## config.mk

```make
export PLATFORM = sky130hd
export DESIGN_NAME = point_in_convex_polygon_3d_top
export DESIGN_NICKNAME = d
export VERILOG_FILES = /design/src/design/pic3_pkg.sv /design/src/design/pic3_ram.sv /design/src/design/pic3_mac.sv /design/src/design/pic3_core.sv /design/src/design/point_in_convex_polygon_3d_top.sv
export SDC_FILE = /design/constraint.sdc
export NUM_CORES = 2
export LEC_CHECK = 0
export BUFFER_PORTS_ARGS = -buffer_cell sky130_fd_sc_hd__buf_2
export CAP_MARGIN = 20
export CORE_ASPECT_RATIO = 1.4
export CORE_MARGIN = 2
export CORE_UTILIZATION = 30
export DETAILED_ROUTE_END_ITERATION = 6
export PLACE_DENSITY_LB_ADDON = 0.05
export SYNTH_ARGS = -nofsm -noshare
export SYNTH_HDL_FRONTEND = slang
export SYNTH_HIERARCHICAL = 1
export SYNTH_SLANG_ARGS = --single-unit
```

## constraint.sdc

```tcl
create_clock -name clk -period 13.3 [get_ports clk]
set_clock_uncertainty 0.05 [all_clocks]
set_input_delay 1.33 -clock clk [delete_from_list [all_inputs] [get_ports clk]]
set_output_delay 1.33 -clock clk [all_outputs]
set_load 0.01 [all_outputs]
```

## src/design/pic3_pkg.sv

```systemverilog
// ----------------------------------------------------------------------------
// pic3_pkg: shared types and constants for the convex polygon point test
// Widths of the vertex store, the multiply-accumulate datapath and the
// control records that travel between the top level and the core.
// ----------------------------------------------------------------------------
package pic3_pkg;

  localparam int COORD_WIDTH  = 16;
  localparam int MAX_VERTICES = 16;
  localparam int MIN_VERTICES = 3;

  localparam int ADDR_W = $clog2(MAX_VERTICES);
  localparam int SLOT_W = 4;
  localparam int CNT_W  = 5;
  localparam int VTX_W  = 3 * COORD_WIDTH;

  // Exact integer widths of the geometry.
  localparam int DIFF_W  = COORD_WIDTH + 1;
  localparam int CROSS_W = 2 * COORD_WIDTH + 3;
  localparam int LO_W    = DIFF_W;
  localparam int PART_W  = CROSS_W - LO_W;
  localparam int PROD_W  = CROSS_W + PART_W;
  localparam int ACC_W   = 4 * COORD_WIDTH + 8;

  // Each cross product or dot product takes six multiplier issues.
  localparam int STEP_W = 3;
  localparam logic [STEP_W-1:0] LAST_STEP = STEP_W'(5);

  localparam logic MODE_WRITE = 1'b0;
  localparam logic MODE_QUERY = 1'b1;

  typedef logic signed [COORD_WIDTH-1:0] coord_t;
  typedef logic signed [DIFF_W-1:0]      diff_t;
  typedef logic signed [CROSS_W-1:0]     cross_t;
  typedef logic signed [PART_W-1:0]      part_t;

  typedef enum logic [1:0] {
    ST_INSIDE     = 2'd0,
    ST_OUTSIDE    = 2'd1,
    ST_DEGENERATE = 2'd2
  } status_t;

  // Where a finished accumulation is written.
  typedef enum logic [2:0] {
    DST_N0,
    DST_N1,
    DST_N2,
    DST_T0,
    DST_T1,
    DST_T2,
    DST_DOT
  } dest_t;

  typedef struct packed {
    logic   valid;
    cross_t a;
    part_t  b;
    logic   shift;
    logic   sub;
    logic   first;
    logic   last;
    dest_t  dest;
  } mac_op_t;

  typedef struct packed {
    logic                    valid;
    dest_t                   dest;
    logic signed [ACC_W-1:0] acc;
  } mac_res_t;

  typedef struct packed {
    logic              write;
    logic              query;
    logic [ADDR_W-1:0] slot;
    logic [ADDR_W-1:0] last_idx;
    coord_t            x;
    coord_t            y;
    coord_t            z;
  } core_req_t;

  typedef struct packed {
    logic    idle;
    logic    done;
    status_t status;
  } core_stat_t;

endpackage

```

## src/design/pic3_ram.sv

```systemverilog
// ----------------------------------------------------------------------------
// pic3_ram: generic single-port-write, single-port-read RAM
// One write and one registered read per cycle; contents are not reset.
// ----------------------------------------------------------------------------
module pic3_ram #(
  parameter int WIDTH = 8,
  parameter int DEPTH = 16
) (
  input  logic                     clk,
  input  logic                     we,
  input  logic [$clog2(DEPTH)-1:0] waddr,
  input  logic [WIDTH-1:0]         wdata,
  input  logic [$clog2(DEPTH)-1:0] raddr,
  output logic [WIDTH-1:0]         rdata
);

  logic [WIDTH-1:0] mem [DEPTH];

  always_ff @(posedge clk) begin
    if (we) begin
      mem[waddr] <= wdata;
    end
    rdata <= mem[raddr];
  end

endmodule

```

## src/design/pic3_mac.sv

```systemverilog
// ----------------------------------------------------------------------------
// pic3_mac: shared signed multiply-accumulate unit
// A registered multiplier feeds a wide accumulator; each operation can
// subtract, shift the product up by one partial-product slice, start a
// fresh sum and mark the sum as finished for a destination register.
// ----------------------------------------------------------------------------
module pic3_mac
  import pic3_pkg::*;
(
  input  logic     clk,
  input  logic     rst,
  input  mac_op_t  op,
  output mac_res_t res,
  output logic     busy
);

  logic signed [PROD_W-1:0] prod;
  logic                     valid1;
  logic                     shift1;
  logic                     sub1;
  logic                     first1;
  logic                     last1;
  dest_t                    dest1;

  logic                     done;
  dest_t                    dest;
  logic signed [ACC_W-1:0]  acc;

  logic signed [ACC_W-1:0]  prod_ext;
  logic signed [ACC_W-1:0]  term;
  logic signed [ACC_W-1:0]  base;

  always_ff @(posedge clk) begin
    if (rst) begin
      valid1 <= 1'b0;
      done   <= 1'b0;
    end else begin
      valid1 <= op.valid;
      done   <= valid1 && last1;
    end
  end

  always_ff @(posedge clk) begin
    prod   <= op.a * op.b;
    shift1 <= op.shift;
    sub1   <= op.sub;
    first1 <= op.first;
    last1  <= op.last;
    dest1  <= op.dest;
    dest   <= dest1;
    if (valid1) begin
      acc <= sub1 ? (base - term) : (base + term);
    end
  end

  assign prod_ext = ACC_W'(prod);
  assign term     = shift1 ? (prod_ext <<< LO_W) : prod_ext;
  assign base     = first1 ? '0 : acc;

  assign res.valid = done;
  assign res.dest  = dest;
  assign res.acc   = acc;
  assign busy      = valid1 || done;

endmodule

```

## src/design/pic3_core.sv

```systemverilog
// ----------------------------------------------------------------------------
// pic3_core: vertex store and query sequencer
// Holds the vertex RAM and steps the shared multiply-accumulate unit through
// the polygon normal and, edge by edge, the signed side test of the point.
// ----------------------------------------------------------------------------
module pic3_core
  import pic3_pkg::*;
(
  input  logic       clk,
  input  logic       rst,
  input  core_req_t  req,
  input  logic       res_ready,
  output core_stat_t stat
);

  typedef enum logic [3:0] {
    S_IDLE,
    S_LOAD1,
    S_LOAD2,
    S_LOAD3,
    S_NORMAL,
    S_NWAIT,
    S_EREAD,
    S_ELOAD,
    S_ECROSS,
    S_CWAIT,
    S_EDOT,
    S_DWAIT,
    S_DONE
  } state_t;

  state_t            state;
  logic [STEP_W-1:0] step;
  logic [ADDR_W-1:0] edge_idx;
  logic [ADDR_W-1:0] last_idx;
  logic [ADDR_W-1:0] next_idx;
  logic [ADDR_W-1:0] raddr;
  logic [VTX_W-1:0]  rdata;

  coord_t  p   [3];
  coord_t  va  [3];
  coord_t  vb  [3];
  coord_t  rv  [3];
  diff_t   e1  [3];
  diff_t   e2  [3];
  cross_t  nrm [3];
  cross_t  t   [3];
  logic    dot_neg;
  status_t result;

  logic [1:0] k;
  logic [1:0] i1;
  logic [1:0] i2;

  mac_op_t  op;
  mac_res_t res;
  logic     mac_busy;
  logic     nrm_zero;

  pic3_ram #(
    .WIDTH (VTX_W),
    .DEPTH (MAX_VERTICES)
  ) u_ram (
    .clk   (clk),
    .we    (req.write),
    .waddr (req.slot),
    .wdata ({req.x, req.y, req.z}),
    .raddr (raddr),
    .rdata (rdata)
  );

  pic3_mac u_mac (
    .clk  (clk),
    .rst  (rst),
    .op   (op),
    .res  (res),
    .busy (mac_busy)
  );

  assign rv[0] = coord_t'(rdata[3*COORD_WIDTH-1:2*COORD_WIDTH]);
  assign rv[1] = coord_t'(rdata[2*COORD_WIDTH-1:COORD_WIDTH]);
  assign rv[2] = coord_t'(rdata[COORD_WIDTH-1:0]);

  assign next_idx = (edge_idx == last_idx) ? '0 : edge_idx + 1'b1;
  assign nrm_zero = (nrm[0] == '0) && (nrm[1] == '0) && (nrm[2] == '0);

  always_comb begin
    case (state)
      S_LOAD1: raddr = ADDR_W'(1);
      S_LOAD2: raddr = ADDR_W'(2);
      S_EREAD: raddr = next_idx;
      default: raddr = '0;
    endcase
  end

  // Component k of a x b is a[i1]*b[i2] - a[i2]*b[i1].
  assign k = step[2:1];

  always_comb begin
    case (k)
      2'd0: begin
        i1 = 2'd1;
        i2 = 2'd2;
      end
      2'd1: begin
        i1 = 2'd2;
        i2 = 2'd0;
      end
      default: begin
        i1 = 2'd0;
        i2 = 2'd1;
      end
    endcase
  end

  always_comb begin
    op = '0;
    case (state)
      S_NORMAL, S_ECROSS: begin
        op.valid = 1'b1;
        op.a     = cross_t'(step[0] ? e1[i2] : e1[i1]);
        op.b     = part_t'(step[0] ? e2[i1] : e2[i2]);
        op.sub   = step[0];
        op.first = !step[0];
        op.last  = step[0];
        case (k)
          2'd0:    op.dest = (state == S_NORMAL) ? DST_N0 : DST_T0;
          2'd1:    op.dest = (state == S_NORMAL) ? DST_N1 : DST_T1;
          default: op.dest = (state == S_NORMAL) ? DST_N2 : DST_T2;
        endcase
      end
      S_EDOT: begin
        // The low slice of t is unsigned, the high slice carries the sign.
        op.valid = 1'b1;
        op.a     = nrm[k];
        op.b     = step[0] ? $signed(t[k][CROSS_W-1:LO_W])
                           : $signed({1'b0, t[k][LO_W-1:0]});
        op.shift = step[0];
        op.first = (step == '0);
        op.last  = (step == LAST_STEP);
        op.dest  = DST_DOT;
      end
      default: op = '0;
    endcase
  end

  always_ff @(posedge clk) begin
    if (rst) begin
      state <= S_IDLE;
    end else begin
      if (res.valid) begin
        case (res.dest)
          DST_N0:  nrm[0] <= cross_t'(res.acc[CROSS_W-1:0]);
          DST_N1:  nrm[1] <= cross_t'(res.acc[CROSS_W-1:0]);
          DST_N2:  nrm[2] <= cross_t'(res.acc[CROSS_W-1:0]);
          DST_T0:  t[0]   <= cross_t'(res.acc[CROSS_W-1:0]);
          DST_T1:  t[1]   <= cross_t'(res.acc[CROSS_W-1:0]);
          DST_T2:  t[2]   <= cross_t'(res.acc[CROSS_W-1:0]);
          default: dot_neg <= res.acc[ACC_W-1];
        endcase
      end

      case (state)
        S_IDLE: begin
          if (req.query) begin
            p[0]     <= req.x;
            p[1]     <= req.y;
            p[2]     <= req.z;
            last_idx <= req.last_idx;
            state    <= S_LOAD1;
          end
        end
        S_LOAD1: begin
          va    <= rv;
          state <= S_LOAD2;
        end
        S_LOAD2: begin
          vb    <= rv;
          state <= S_LOAD3;
        end
        S_LOAD3: begin
          for (int c = 0; c < 3; c++) begin
            e1[c] <= diff_t'(vb[c]) - diff_t'(va[c]);
            e2[c] <= diff_t'(rv[c]) - diff_t'(va[c]);
          end
          step  <= '0;
          state <= S_NORMAL;
        end
        S_NORMAL: begin
          step <= step + 1'b1;
          if (step == LAST_STEP) begin
            state <= S_NWAIT;
          end
        end
        S_NWAIT: begin
          if (!mac_busy) begin
            edge_idx <= '0;
            if (nrm_zero) begin
              result <= ST_DEGENERATE;
              state  <= S_DONE;
            end else begin
              state <= S_EREAD;
            end
          end
        end
        S_EREAD: begin
          state <= S_ELOAD;
        end
        S_ELOAD: begin
          vb <= rv;
          for (int c = 0; c < 3; c++) begin
            e1[c] <= diff_t'(rv[c]) - diff_t'(va[c]);
            e2[c] <= diff_t'(p[c]) - diff_t'(va[c]);
          end
          step  <= '0;
          state <= S_ECROSS;
        end
        S_ECROSS: begin
          step <= step + 1'b1;
          if (step == LAST_STEP) begin
            state <= S_CWAIT;
          end
        end
        S_CWAIT: begin
          if (!mac_busy) begin
            step  <= '0;
            state <= S_EDOT;
          end
        end
        S_EDOT: begin
          step <= step + 1'b1;
          if (step == LAST_STEP) begin
            state <= S_DWAIT;
          end
        end
        S_DWAIT: begin
          if (!mac_busy) begin
            if (dot_neg) begin
              result <= ST_OUTSIDE;
              state  <= S_DONE;
            end else if (edge_idx == last_idx) begin
              result <= ST_INSIDE;
              state  <= S_DONE;
            end else begin
              edge_idx <= edge_idx + 1'b1;
              va       <= vb;
              state    <= S_EREAD;
            end
          end
        end
        S_DONE: begin
          if (res_ready) begin
            state <= S_IDLE;
          end
        end
        default: state <= S_IDLE;
      endcase
    end
  end

  assign stat.idle   = (state == S_IDLE);
  assign stat.done   = (state == S_DONE);
  assign stat.status = result;

endmodule

```

## src/design/point_in_convex_polygon_3d_top.sv

```systemverilog
// ----------------------------------------------------------------------------
// point_in_convex_polygon_3d_top: point-in-convex-polygon test in 3D
// A vertex write is taken only while the core is idle. A query is answered
// by the single shared multiply-accumulate unit, which walks the polygon
// normal and then every edge in turn; a degenerate polygon answers after the
// normal alone. One query is in flight at a time; the core takes the next
// request once the answer has moved into the output register. Reset clears
// the control state and sets the vertex count to three; the vertex store is
// not cleared.
// ----------------------------------------------------------------------------
module point_in_convex_polygon_3d_top
  import pic3_pkg::*;
(
  input  logic                   clk,
  input  logic                   rst,

  input  logic                   cfg_write,
  input  logic [CNT_W-1:0]       cfg_data,

  input  logic                   in_valid,
  output logic                   in_stall,
  input  logic                   mode,
  input  logic [SLOT_W-1:0]      vertex_slot,
  input  logic signed [COORD_WIDTH-1:0] coord_x,
  input  logic signed [COORD_WIDTH-1:0] coord_y,
  input  logic signed [COORD_WIDTH-1:0] coord_z,

  output logic                   out_valid,
  input  logic                   out_stall,
  output logic [1:0]             status
);

  // The vertex table is a small RAM inside the core. A request with the write
  // mode stores one vertex and produces no result. A query request latches
  // the point, then the core forms the polygon normal from the first three
  // vertices and tests the point against every edge in turn, stopping at the
  // first edge the point lies outside of.

  logic [CNT_W-1:0] vertex_count;
  logic [CNT_W-1:0] n_clamp;
  logic             accept;
  logic             slot_ok;
  logic             res_ready;
  status_t          result_status;
  core_req_t        req;
  core_stat_t       cstat;

  // The core takes a new request only while it is idle. A finished answer
  // sits in the output register, so the next request can already be taken
  // while that answer waits for the consumer.
  assign in_stall = !cstat.idle;
  assign accept   = in_valid && !in_stall;

  // Writes to slots beyond the table are dropped.
  assign slot_ok = (32'(vertex_slot) < MAX_VERTICES);

  // Counts below three act as three; counts above the table act as its size.
  always_comb begin
    if (vertex_count < CNT_W'(MIN_VERTICES)) begin
      n_clamp = CNT_W'(MIN_VERTICES);
    end else if (vertex_count > CNT_W'(MAX_VERTICES)) begin
      n_clamp = CNT_W'(MAX_VERTICES);
    end else begin
      n_clamp = vertex_count;
    end
  end

  assign req.write    = accept && (mode == MODE_WRITE) && slot_ok;
  assign req.query    = accept && (mode == MODE_QUERY);
  assign req.slot     = ADDR_W'(vertex_slot);
  assign req.last_idx = ADDR_W'(n_clamp - CNT_W'(1));
  assign req.x        = coord_x;
  assign req.y        = coord_y;
  assign req.z        = coord_z;

  // The output register is free when it is empty or being emptied this cycle.
  assign res_ready = !out_valid || !out_stall;

  pic3_core u_core (
    .clk       (clk),
    .rst       (rst),
    .req       (req),
    .res_ready (res_ready),
    .stat      (cstat)
  );

  always_ff @(posedge clk) begin
    if (rst) begin
      vertex_count <= CNT_W'(MIN_VERTICES);
      out_valid    <= 1'b0;
    end else begin
      if (cfg_write) begin
        vertex_count <= cfg_data;
      end
      if (cstat.done && res_ready) begin
        out_valid <= 1'b1;
      end else if (!out_stall) begin
        out_valid <= 1'b0;
      end
    end
  end

  // Answer payload; held while the consumer stalls.
  always_ff @(posedge clk) begin
    if (cstat.done && res_ready) begin
      result_status <= cstat.status;
    end
  end

  assign status = result_status;

endmodule
```

Word level (Yosys, flattened, before mapping)
Memory sizes are Yosys's and may differ from the RTL's. A register that Yosys moved wholly into a read port is not among the register bits.
Index checks and enable logic that the tools add are counted.
Widths: inputs -> output; s select.
Storage, ports and cells
  RAM bits: 1128
  flip-flop bits (word level): 259
  output and inout port bits: 4
  memories: 6
  bits in latches: 0
  bits in read-only memories: 0
  input port bits: 63
Cells by class
  reduce and logical (&&, ||, !) cells: 40
  div/mod/pow operators: 0
  magnitude comparators: 2
  bitwise logic cells: 9
  add/subtract/negate cells: 14
  multiplexer cells: 105
  eq/ne operators: 33
  multipliers: 1
  shift operators: 0
Memory list
  u_core.u_ram.mem: words 16, bits a word 48, rd ports 1, clocked after Yosys merged registers in 1, write ports 1, RTL line pic3_ram.sv:17  | logic [WIDTH-1:0] mem [DEPTH];
  u_core.nrm: words 3, bits a word 35, rd ports 4, clocked after Yosys merged registers in 1, write ports 1, RTL line pic3_core.sv:46  | cross_t nrm [3];
  u_core.t: words 3, bits a word 35, rd ports 1, clocked after Yosys merged registers in 1, write ports 1, RTL line pic3_core.sv:47  | cross_t t [3];
  u_core.e1: words 3, bits a word 17, rd ports 2, clocked after Yosys merged registers in 0, write ports 3, RTL line pic3_core.sv:44  | diff_t e1 [3];
  u_core.e2: words 3, bits a word 17, rd ports 2, clocked after Yosys merged registers in 0, write ports 3, RTL line pic3_core.sv:45  | diff_t e2 [3];
  u_core.p: words 3, bits a word 16, rd ports 3, clocked after Yosys merged registers in 0, write ports 3, RTL line pic3_core.sv:40  | coord_t p [3];
Operators with widths (count)
  $mux 35: 5
  $sub 16x16->17: 9
  $mux 48: 3
  $mux 72: 2
  $reduce_or 35->1: 4
  $pmux 54 s2: 1
  $logic_not 35->1: 3
  $mux 17: 6
  $pmux 48 s2: 1
  $add 72x70->72: 1
  $mux 4: 18
  $sub 72x70->72: 1
  $mux 69: 1
  $mul 35x18->53: 1
  $pmux 4 s13: 1
  $mux 1: 42
  $mux 18: 2
  $mux 2: 12
  $eq 4x4->1 const B: 5
  $eq 4x3->1 const B: 4
  $ne 2x2->1 const B: 8
  $pmux 2 s2: 3
  $pmux 4 s3: 1
  $reduce_and 6->1: 2
  36 further kinds: 68

Longest topological paths before layout
  word-level depth: 8
  gate-level depth with buffers: 33
  gate-level depth less buffers: 30

By module
The synthesis kept the hierarchy.
By module, submodules not included
  pic3_mac: area an instance 32511.2 µm², cells an instance 3721, instances 1
  pic3_ram: area an instance 29691.0 µm², cells an instance 1242, instances 1
  pic3_core: area an instance 26734.4 µm², cells an instance 2388, instances 1
  point_in_convex_polygon_3d_top: area an instance 362.8 µm², cells an instance 37, instances 1

Worst setup path before layout
OpenSTA, ideal clock, no wires.
  kind: flip-flop to flip-flop
  from: register u_core.step[0]
  to: register u_core.u_mac.prod[51]
  setup time: 0.118 ns
  path slack: 5.384 ns
  cell stages (with the launch flop): 32
  arrival: 7.748 ns
  period minus slack after synthesis: 7.916 ns
  required time: 13.132 ns
  path buffers: 5
  path through: edfxtp_1 clkbuf_1 clkbuf_1 buf_1 mux2i_1 nand2_1 o21ai_0 o22ai_1 clkbuf_1 clkbuf_1 nand2_1 fa_1 inv_1 fa_1 fa_1 fa_1 fa_1 inv_1 fa_1 inv_1 ha_1 a21o_1 a21o_1 a21o_1 a21oi_1 o211ai_1 a221o_1 a31o_2 a21o_1 a311oi_2 o21ai_1 xnor2_1
RTL lines
  start, declared: RTL line pic3_core.sv:33  | logic [STEP_W-1:0] step;
  start signal, assigned: RTL line pic3_core.sv:190  | step <= step + 1'b1;
  start signal, assigned: RTL line pic3_core.sv:219  | step <= step + 1'b1;
  start signal, assigned: RTL line pic3_core.sv:231  | step <= step + 1'b1;
  end signal, assigned: RTL line pic3_mac.sv:44  | prod <= op.a * op.b;
  end, declared: RTL line pic3_mac.sv:17  | logic signed [PROD_W-1:0] prod;

==> impl_metrics.env <==
export IMPL_synthDistinctLibCells=109
export IMPL_clk_latency_ns=0.85
export IMPL_fp_dieW_um=465
export IMPL_routabilityCongestion=0.820
export IMPL_critPathCaptureType="flop"
export IMPL_worstPathRequired_ns=13.89
export IMPL_cts_sinks=1437
export IMPL_worstPathArrival_ns=10.16
export IMPL_ant_nets=0
export IMPL_wl_per_cell_um=25.5
export IMPL_fmax_mhz=105
export IMPL_syn_avg_cell_area_sq_um=12.1
export IMPL_fin_crit_sh=0.719
export IMPL_grt_pass1_wl_mm=427
export IMPL_power_leakage_uw=0.0377
export IMPL_start_util=0.301
export IMPL_maxCapViolCount=0
export IMPL_cts_tree="yes"
export IMPL_dp_cells=11182
export IMPL_die_h_um=650
export IMPL_fill_cells=29372
export IMPL_post_cts_buffers=0
export IMPL_grt_max_degree=82
export IMPL_cts_root_buf="clkbuf_16"
export IMPL_relSlewSlack=0.253
export IMPL_timing_critical_path_slowest_stage_cell="dfxtp_1"
export IMPL_synth_xor_area_share=0.0269
export IMPL_synthArstFlopShare=0
export IMPL_cpLargestDelayFamily="adder cells"
export IMPL_ctsHoldBuffers=0
export IMPL_worstSetupStartpointType="flop"
export IMPL_drt_pass1_iterations=5
export IMPL_viasPerCell=4.93
export IMPL_syn_inst=7388
export IMPL_cts_reportedPaths_clkPinSlew_ns=0.06
export IMPL_first_iter_violations=2946
export IMPL_synth_compound_area_frac=0.0872
export IMPL_synth_edff_count=1312
export IMPL_critical_path_max_fanout=41
export IMPL_slew_viol_final=0
export IMPL_pwr_share_seq=0.377
export IMPL_die_area_sq_um=302000
export IMPL_synth_fp_nets=8410
export IMPL_synth_top_family_by_area="adder cells"
export IMPL_synthAdderAreaFrac=0.186
export IMPL_cts_resized=0
export IMPL_syn2layout_area_growth_pct=11.9
export IMPL_fin_cells=11498
export IMPL_fin_nets=8432
export IMPL_period_needed_ns=9.57
export IMPL_vias=56730
export IMPL_synth_top_cells_by_area="edfxtp_1 (44%), fa_1 (14%), mux4_2 (5.3%)"
export IMPL_grt_remaining_overflow=0
export IMPL_p_int_uw=9680
export IMPL_worst_path_buf_inv=6
export IMPL_rsz0062_at_grt="false"
export IMPL_status="complete, no violations"
export IMPL_setup_viol=0
export IMPL_io_pins=67
export IMPL_clkPwrFrac=0.311
export IMPL_min_path_type="flop to flop"
export IMPL_cts_buffer_depth=4
export IMPL_swShare=0.331
export IMPL_io_buffers=66
export IMPL_grt_usage=0.192
export IMPL_syn_area_sq_um=89300
export IMPL_hold_violations=0
export IMPL_drcViolationCount=0
export IMPL_power_density_nw_per_um2=145
export IMPL_worstMarginPinSlew_ns=1.12
export IMPL_synth_most_common_cell="edfxtp_1"
export IMPL_cts_buffers=168
export IMPL_grt_pass1_vias=61220
export IMPL_yosysTopAreaCellShare=0.441
export IMPL_peakVddDrop_mv=0.148
export IMPL_cpPeakStageDelay_ns=0.78
export IMPL_htreeDepth=4
export IMPL_path_class="flop to flop"
export IMPL_core_area_sq_um=297000
export IMPL_yosys_area_top_type="edfxtp_1"
export IMPL_yosys_mux_area_fraction=0.0735
export IMPL_cp_common_cell="fa_1"
export IMPL_yosysSeqAreaShare=0.469
export IMPL_rows=237
export IMPL_synth_ff_type="edfxtp_1"
export IMPL_drive_gt1_frac=0.109
export IMPL_synth_simple_area_share=0.107
export IMPL_synth_ff_latch_count=1437
export IMPL_holdWs_ns=0.277
export IMPL_hpwlAfterDp_mm=214
export IMPL_comb_power_share=0.312
export IMPL_switchingPower_uw=4800
export IMPL_setup_tns_ns=0
export IMPL_yosys_top_cells_count="edfxtp_1 (1312), inv_1 (794), nand2_1 (766), fa_1 (611), a21oi_1 (365)"
export IMPL_synth_warnings=6
export IMPL_antenna_found_initial=21
export IMPL_routed_wl_mm=293
## cells by family (layout without fill, tap and decap cells)
kind of cell | after synthesis | after routing
compound gates | 1218 | 1218
xor+xnor | 274 | 274
fa+ha+maj | 959 | 959
buf+inv | 1155 | 1305
flops | 1437 | 1437
mux | 393 | 393
other cells | 0 | 17
simple gates | 1952 | 1952
## path summary, 6_finish.rpt
| check | start | end | slack, ns | depth (start not counted) |
|---|---|---|---|---|
| min | u_core/u_mac/dest1[0] | u_core/u_mac/dest[0] | 0.28 | 0 |
| max reg2reg | u_core/state[2] | u_core/u_mac/prod[52] | 3.73 | 28 |
| max | u_core/state[2] | u_core/u_mac/prod[52] | 3.73 | 28 |
| min reg2reg | u_core/u_mac/dest1[0] | u_core/u_mac/dest[0] | 0.28 | 0 |
## per-stage QoR
stage               cell area (sq um)  power, uW  setup slack (ns)  utilization
floorplan                       89300       8750              5.38            -
global placement                94600      10200              3.26        0.319
detailed placement              94700      10200              3.70        0.319
CTS                             99900      14700              3.67        0.336
global route                    99900      15300              3.22        0.337
finish                         100000      14500              3.73        0.337
## cell type report
type                    count  area [sq um]  share of cell area
diodes                     17          42.5            0.000426
clock buffers             228          4610              0.0461
clock inverters            70           613             0.00613
inverters                 795          2980              0.0299
multi-input cells        4796         43400               0.434
flip-flops and latches   1437         41900               0.419
well taps                3943          4930              0.0494
repair buffers            212          1470              0.0147
## power groups by stage
stage                     clock network, uW  logic, uW  registers, uW
after CTS                              4660       4620           5470
final                                  4500       4530           5460
after floorplan                           0       3290           5450
after global placement                    0       4610           5560
after global routing                   4810       5010           5470
after detailed placement                  0       4600           5560
## placed cells by master, fill, tap and decap left out, types with 18 or more instances in the layout
master,synthesis,routed
nor2_1,315,299
dfxtp_1,125,119
and3_1,28,26
clkbuf_1,257,44
a22oi_1,99,99
a31oi_1,34,34
clkinv_1,1,20
buf_4,22,143
nand3_1,53,51
o31ai_1,19,18
o21bai_1,34,34
a211oi_1,61,60
nor3_1,102,96
ha_1,348,348
xnor2_1,166,166
o21a_1,45,45
nor4_1,44,41
edfxtp_1,1312,1312
mux2i_1,173,173
clkbuf_16,0,171
fa_1,611,611
clkinv_2,0,27
inv_1,794,793
o21ai_0,248,219
nand2_1,766,766
mux4_2,209,209
buf_2,33,66
o21ai_1,18,31
nand4_1,40,40
a21o_1,105,105
or3_1,24,24
nor2b_1,155,153
xor2_1,108,108
and2_1,260,258
a21oi_1,365,365
nand2b_1,75,75
## layer usage
metal / track usage / routed length [um] / vias to the layer above / part of all wire
li1: - / - / 26013 / -
met1: 0.217 / 114000 / 29434 / 0.39
met2: 0.371 / 161000 / 883 / 0.55
met3: 0.0182 / 7130 / 394 / 0.024
met4: 0.0663 / 11100 / 6 / 0.038
met5: 0 / 40 / - / 0.00014
## flip-flops by register name (all words and copies together), names as in the netlist, 2 cells and up, named ones only
register            cells
status                  2
u_core/e1              51
u_core/e2              51
u_core/edge_idx         4
u_core/last_idx         4
u_core/nrm            105
u_core/p               48
u_core/result           2
u_core/state            4
u_core/step             3
u_core/t              105
u_core/u_mac/acc       72
u_core/u_mac/dest       3
u_core/u_mac/dest1      3
u_core/u_mac/prod      53
u_core/u_ram/mem      768
u_core/u_ram/rdata     48
u_core/va              48
u_core/vb              48
vertex_count            5
Note: power is estimated with default switching activity, not from simulation.
